File: config.mk
export PLATFORM = sky130hd
export DESIGN_NAME = rmt_ctrl
export DESIGN_NICKNAME = d
export VERILOG_FILES = /design/src/rtl/core/rmt_pkg.sv /design/src/rtl/core/rmt_ctrl.sv
export SDC_FILE = /design/constraint.sdc
export NUM_CORES = 1
export LEC_CHECK = 0
export ABC_AREA = 0
export CAP_MARGIN = 0
export CORE_AREA = 2 2 39 41
export CTS_BUF_LIST = sky130_fd_sc_hd__clkbuf_4
export DETAILED_ROUTE_END_ITERATION = 8
export DIE_AREA = 0 0 41 43
export DONT_BUFFER_PORTS = 1
export HOLD_SLACK_MARGIN = 0.12
export PLACE_DENSITY = 0.44
export SLEW_MARGIN = 20
export SYNTH_ARGS = -nofsm -noshare
export SYNTH_HDL_FRONTEND = slang
export SYNTH_SLANG_ARGS = --single-unit
export TNS_END_PERCENT = 50
File: constraint.sdc
create_clock -name clk -period 1.1 [get_ports clk]
set_input_delay 0.055 -clock clk [delete_from_list [all_inputs] [get_ports clk]]
set_output_delay 0.055 -clock clk [all_outputs]
set_load 0.02 [all_outputs]
File: src/rtl/core/rmt_pkg.sv
// rmt_pkg: shared constants, codes, command and status types and helpers
// for the range max tree engine; no dependencies
package rmt_pkg;

	localparam int MAX_LEAVES = 1024;
	localparam int TREE_DEPTH = 2 * MAX_LEAVES;
	localparam int ADDR_W     = $clog2(TREE_DEPTH);
	localparam int CNT_W      = ADDR_W + 1;
	localparam int SIZE_W     = 11;
	localparam int POS_W      = 10;
	localparam int VAL_W      = 32;
	localparam int MAX_W      = 31;
	localparam int IN_DATA_W  = 64;
	localparam int OUT_DATA_W = 32;

	typedef enum logic [1:0] {
		OP_SET   = 2'd0,
		OP_QUERY = 2'd1,
		OP_BUILD = 2'd2
	} op_t;

	typedef enum logic [3:0] {
		STEP_NONE,
		STEP_CLEAR,
		STEP_SET_LEAF,
		STEP_SET_WALK,
		STEP_QUERY_INIT,
		STEP_QUERY_WALK,
		STEP_BUILD_WALK,
		STEP_BUILD_DRAIN,
		STEP_RESULT
	} dp_step_t;

	typedef enum logic [2:0] {
		ST_CLEAR,
		ST_IDLE,
		ST_DECODE,
		ST_SET_WALK,
		ST_QUERY_WALK,
		ST_BUILD_WALK,
		ST_BUILD_DRAIN,
		ST_FINISH
	} ctrl_state_t;

	typedef struct packed {
		logic     load;
		dp_step_t step;
	} dp_cmd_t;

	typedef struct packed {
		op_t  op;
		logic set_bad;
		logic query_bad;
		logic node_gt1;
		logic parent_gt1;
		logic range_open;
		logic node_zero;
		logic clear_last;
		logic out_free;
	} dp_status_t;

	function automatic logic [VAL_W-1:0] smax(input logic [VAL_W-1:0] a,
		input logic [VAL_W-1:0] b);
		return ($signed(a) >= $signed(b)) ? a : b;
	endfunction

endpackage

File: src/rtl/core/rmt_ctrl.sv
// rmt_ctrl: sequencer for clearing, set, query and rebuild walks
// uses rmt_pkg; drives commands into rmt_datapath
module rmt_ctrl (
	input  logic                clk,
	input  logic                arst_n,
	input  logic                s_tvalid,
	output logic                s_tready,
	input  rmt_pkg::dp_status_t status,
	output rmt_pkg::dp_cmd_t    cmd
);
	import rmt_pkg::*;

	ctrl_state_t state_q;
	ctrl_state_t state_d;

	always_ff @(posedge clk or negedge arst_n) begin
		if (!arst_n) begin
			state_q <= ST_CLEAR;
		end else begin
			state_q <= state_d;
		end
	end

	always_comb begin
		state_d  = state_q;
		s_tready = 1'b0;
		cmd.load = 1'b0;
		cmd.step = STEP_NONE;
		unique case (state_q)
			ST_CLEAR: begin
				cmd.step = STEP_CLEAR;
				if (status.clear_last) begin
					state_d = ST_IDLE;
				end
			end
			ST_IDLE: begin
				s_tready = 1'b1;
				if (s_tvalid) begin
					cmd.load = 1'b1;
					state_d  = ST_DECODE;
				end
			end
			ST_DECODE: begin
				state_d = ST_FINISH;
				case (status.op)
					OP_SET: begin
						if (!status.set_bad) begin
							cmd.step = STEP_SET_LEAF;
							if (status.node_gt1) begin
								state_d = ST_SET_WALK;
							end
						end
					end
					OP_QUERY: begin
						if (!status.query_bad) begin
							cmd.step = STEP_QUERY_INIT;
							state_d  = ST_QUERY_WALK;
						end
					end
					OP_BUILD: begin
						state_d = ST_BUILD_WALK;
					end
					default: begin
						state_d = ST_FINISH;
					end
				endcase
			end
			ST_SET_WALK: begin
				cmd.step = STEP_SET_WALK;
				if (!status.parent_gt1) begin
					state_d = ST_FINISH;
				end
			end
			ST_QUERY_WALK: begin
				cmd.step = STEP_QUERY_WALK;
				if (!status.range_open) begin
					state_d = ST_FINISH;
				end
			end
			ST_BUILD_WALK: begin
				cmd.step = STEP_BUILD_WALK;
				if (status.node_zero) begin
					state_d = ST_BUILD_DRAIN;
				end
			end
			ST_BUILD_DRAIN: begin
				cmd.step = STEP_BUILD_DRAIN;
				state_d  = ST_FINISH;
			end
			ST_FINISH: begin
				if (status.out_free) begin
					cmd.step = STEP_RESULT;
					state_d  = ST_IDLE;
				end
			end
			default: begin
				state_d = ST_IDLE;
			end
		endcase
	end

	a_accept_to_decode: assert property (@(posedge clk) disable iff (!arst_n)
		(s_tvalid && s_tready) |=> (state_q == ST_DECODE))
		else $error("accepted item not decoded");

	a_set_walk_entry: assert property (@(posedge clk) disable iff (!arst_n)
		(state_q == ST_SET_WALK)
		|-> ($past(state_q) == ST_DECODE || $past(state_q) == ST_SET_WALK))
		else $error("set walk entered from wrong state");

	a_drain_after_walk: assert property (@(posedge clk) disable iff (!arst_n)
		(state_q == ST_BUILD_DRAIN) |-> ($past(state_q) == ST_BUILD_WALK))
		else $error("rebuild drain out of order");

endmodule

==> run metrics <==
Req. time, crit path 1210 ps; Crit path arrival time about 1400 ps; status finished, violations left; Setup violations, final 8; Psw roughly 820 uW; Worst setup EP type flop; area of the multi-input gates about 350 sq um; first-pass GRT wire length ~1900 um; Seq/Total Area, Yosys around 18%; Final Instance Area roughly 750 sq um; Crit Path Category reg -> reg; Filler Cells Inserted roughly 130; P&R area growth vs syn 80.5%; Starting Density between 30% and 40%; vias in the first global route just under 500; max reg flops 3; Die Width a little over 40 um; clock share of power a little under an eighth; violated checks negative setup slack; maximum VDD drop roughly 1500 uV; clock transition at the registers of the reported paths 40 ps; fmax about 0.78 GHz; placed instance area a little under 500 sq um; Pins Over Slew Limit 0; DP Worst Slack -41.1 ps; Seq pwr share 11.4%; vias per cell 4.89; Post-synth ARST share 100%; drt pass-1 iters 2; Synth Area per Inst 8.04 sq um; die height approximately 43 um; pwr/cell area around 2600 nW/um^2; worst-case clock skew approximately 0.76 ps; Synth area leaders dfrtp_1, ha_1, inv_1, o21ai_0, buf_6; Final HPWL DP approximately 780 um; Longest Clk Path Bufs 2; HP Class in -> reg; RSZ-0062 raised after global routing yes; Die ar. 1760 sq um; top_reg_cell synth dfrtp_1; Num CTS Buffers 3; Port Buf Inserts 0; post-route ant nets 0; Remaining Overflow, GRT 0; logic gate share of total power approximately 77%; CP max FO 4; P_int 1.14 mW; Yosys warning count 0; largest net degree at the start of global routing 8; #FFs+latches synth 3; Top reg by flops state_q; fraction of layout cells with a size suffix above 1 between 40% and 50%; clk root buf clkbuf_4; most common cell in the netlist inv_1; worst skew pair latency approximately 240 ps; Netlist cell types 25; CP startpoint kind flop; GRT Total Usage ~16%; Core Region approximately 1400 sq um; switch share 41.9%; Storage cell area 76.3 sq um; Tmin final roughly 1300 ps; Yosys top cell by area dfrtp_1; post-layout util a little over half; Slew headroom a little over 80%; Syn Std Cell Area 418 sq um; Power, Total 1.97 mW; total number of vias about 470; DRC 0; max_cap viols 0; Slew @ Worst Pin 258 ps; CTS Sinks 3; syn nets 69; crit share post-route 117%; Largest regs state_q (3); EDFF count, synth 0; initial antenna violation count 0; Placer Congestion 0.772; drt wl/cell 12.6 um; TritonCTS clock tree built; CTS H-Tree Depth 1; # diodes 0; Mapped Cells between 50 and 60; commonest cells in the netlist inv_1, o21ai_0, a21oi_1, ha_1; Rows 14; nets@finish 98; endpoints failing hold 0; # IOs 19; Starting DRT DRC Count 2; Leakage about 0.34 nW; Final WS setup -188 ps; routed wire length approximately 1200 um; top-area cell type share of the netlist area about 18%
-- critical path, cell delays in order, from the launching register on --
cell	delay (ps)
dfrtp_1	410
buf_4	160
nor4_4	260
nand2_1	100
o21ai_1	150
nand3_1	90
-- kinds of logic (layout without fill, tap and decap cells) --
family | count (synthesis) | count (layout) | share of synthesized area (%)
buf+inv | 10 | 38 | 13.5
simple gates | 17 | 17 | 27.2
compound gates | 17 | 17 | 27.2
fa+ha+maj | 4 | 4 | 12.0
flops | 3 | 3 | 18.0
xor+xnor | 1 | 1 | 2.10
-- routing by layer --
metal  GRT usage [%]  vias up  part of all wire [%]
met3            5.76        2                   7.9
met2            25.6       17                    49
li1                -      235                     -
met5               0        -                     0
met1            17.2      215                    42
met4            9.33        0                   1.2
-- repair_timing --
| action | 4_1_cts | 5_1_grt |
|---|---|---|
| setup endpoints to repair | 8 | 9 |
| pin swaps | 5 | 2 |
| cloned | 0 | 0 |
| hold endpoints to repair | 6 | 0 |
| buffers inserted | 6 | 1 |
| gates resized for setup | 16 | 5 |
| hold buffers | 9 | 0 |
-- per-stage QoR --
step / cells / hold slack (ps) / setup TNS, ps
final: 96 / 149 / -1070
after global routing: 96 / 180 / -1600
after CTS: 95 / 137 / -1200
after detailed placement: 76 / -241 / -41.3
after global placement: 76 / -240 / -39.4
after floorplan: 52 / -241 / -99.2
-- final timing paths --
kind | start | to | slack (ps) | cells after the start
worst min-delay path | s_tvalid | state_q[0] | 150 | 3
worst min register to register | state_q[1] | state_q[0] | 700 | 3
worst max register to register | state_q[2] | state_q[0] | -190 | 5
worst max-delay path | state_q[2] | state_q[0] | -190 | 5
max in group asynchronous | arst_n | state_q[0] | 310 | 2
min in group asynchronous | arst_n | state_q[1] | 620 | 2
-- final cells by class --
cell class              instances  share of cell area [%]
repair buffers                 27                    33.3
clock buffers                   4                    3.98
multi-input cells              39                    46.4
inverters                       7                    3.48
flip-flops and latches          3                    10.1
well taps                      16                    2.65
-- placed cells by master (no fill, tap or decap), drive strengths merged, types with 3 or more instances in the layout --
cell type,instances
inv,7
dfrtp,3
dlygate4sd3,9
buf,18
o21ai,7
a21oi,4
clkbuf,4
ha,4
nand2,3
-- power by group through the flow --
stage / logic [mW] / registers [mW] / clock network [mW]
floorplan: 0.776 / 0.209 / 0
global placement: 1.09 / 0.218 / 0
detailed placement: 1.08 / 0.217 / 0
CTS: 1.41 / 0.217 / 0.236
global route: 1.63 / 0.233 / 0.245
finish: 1.52 / 0.224 / 0.223
(Power assumes the default switching activity.)
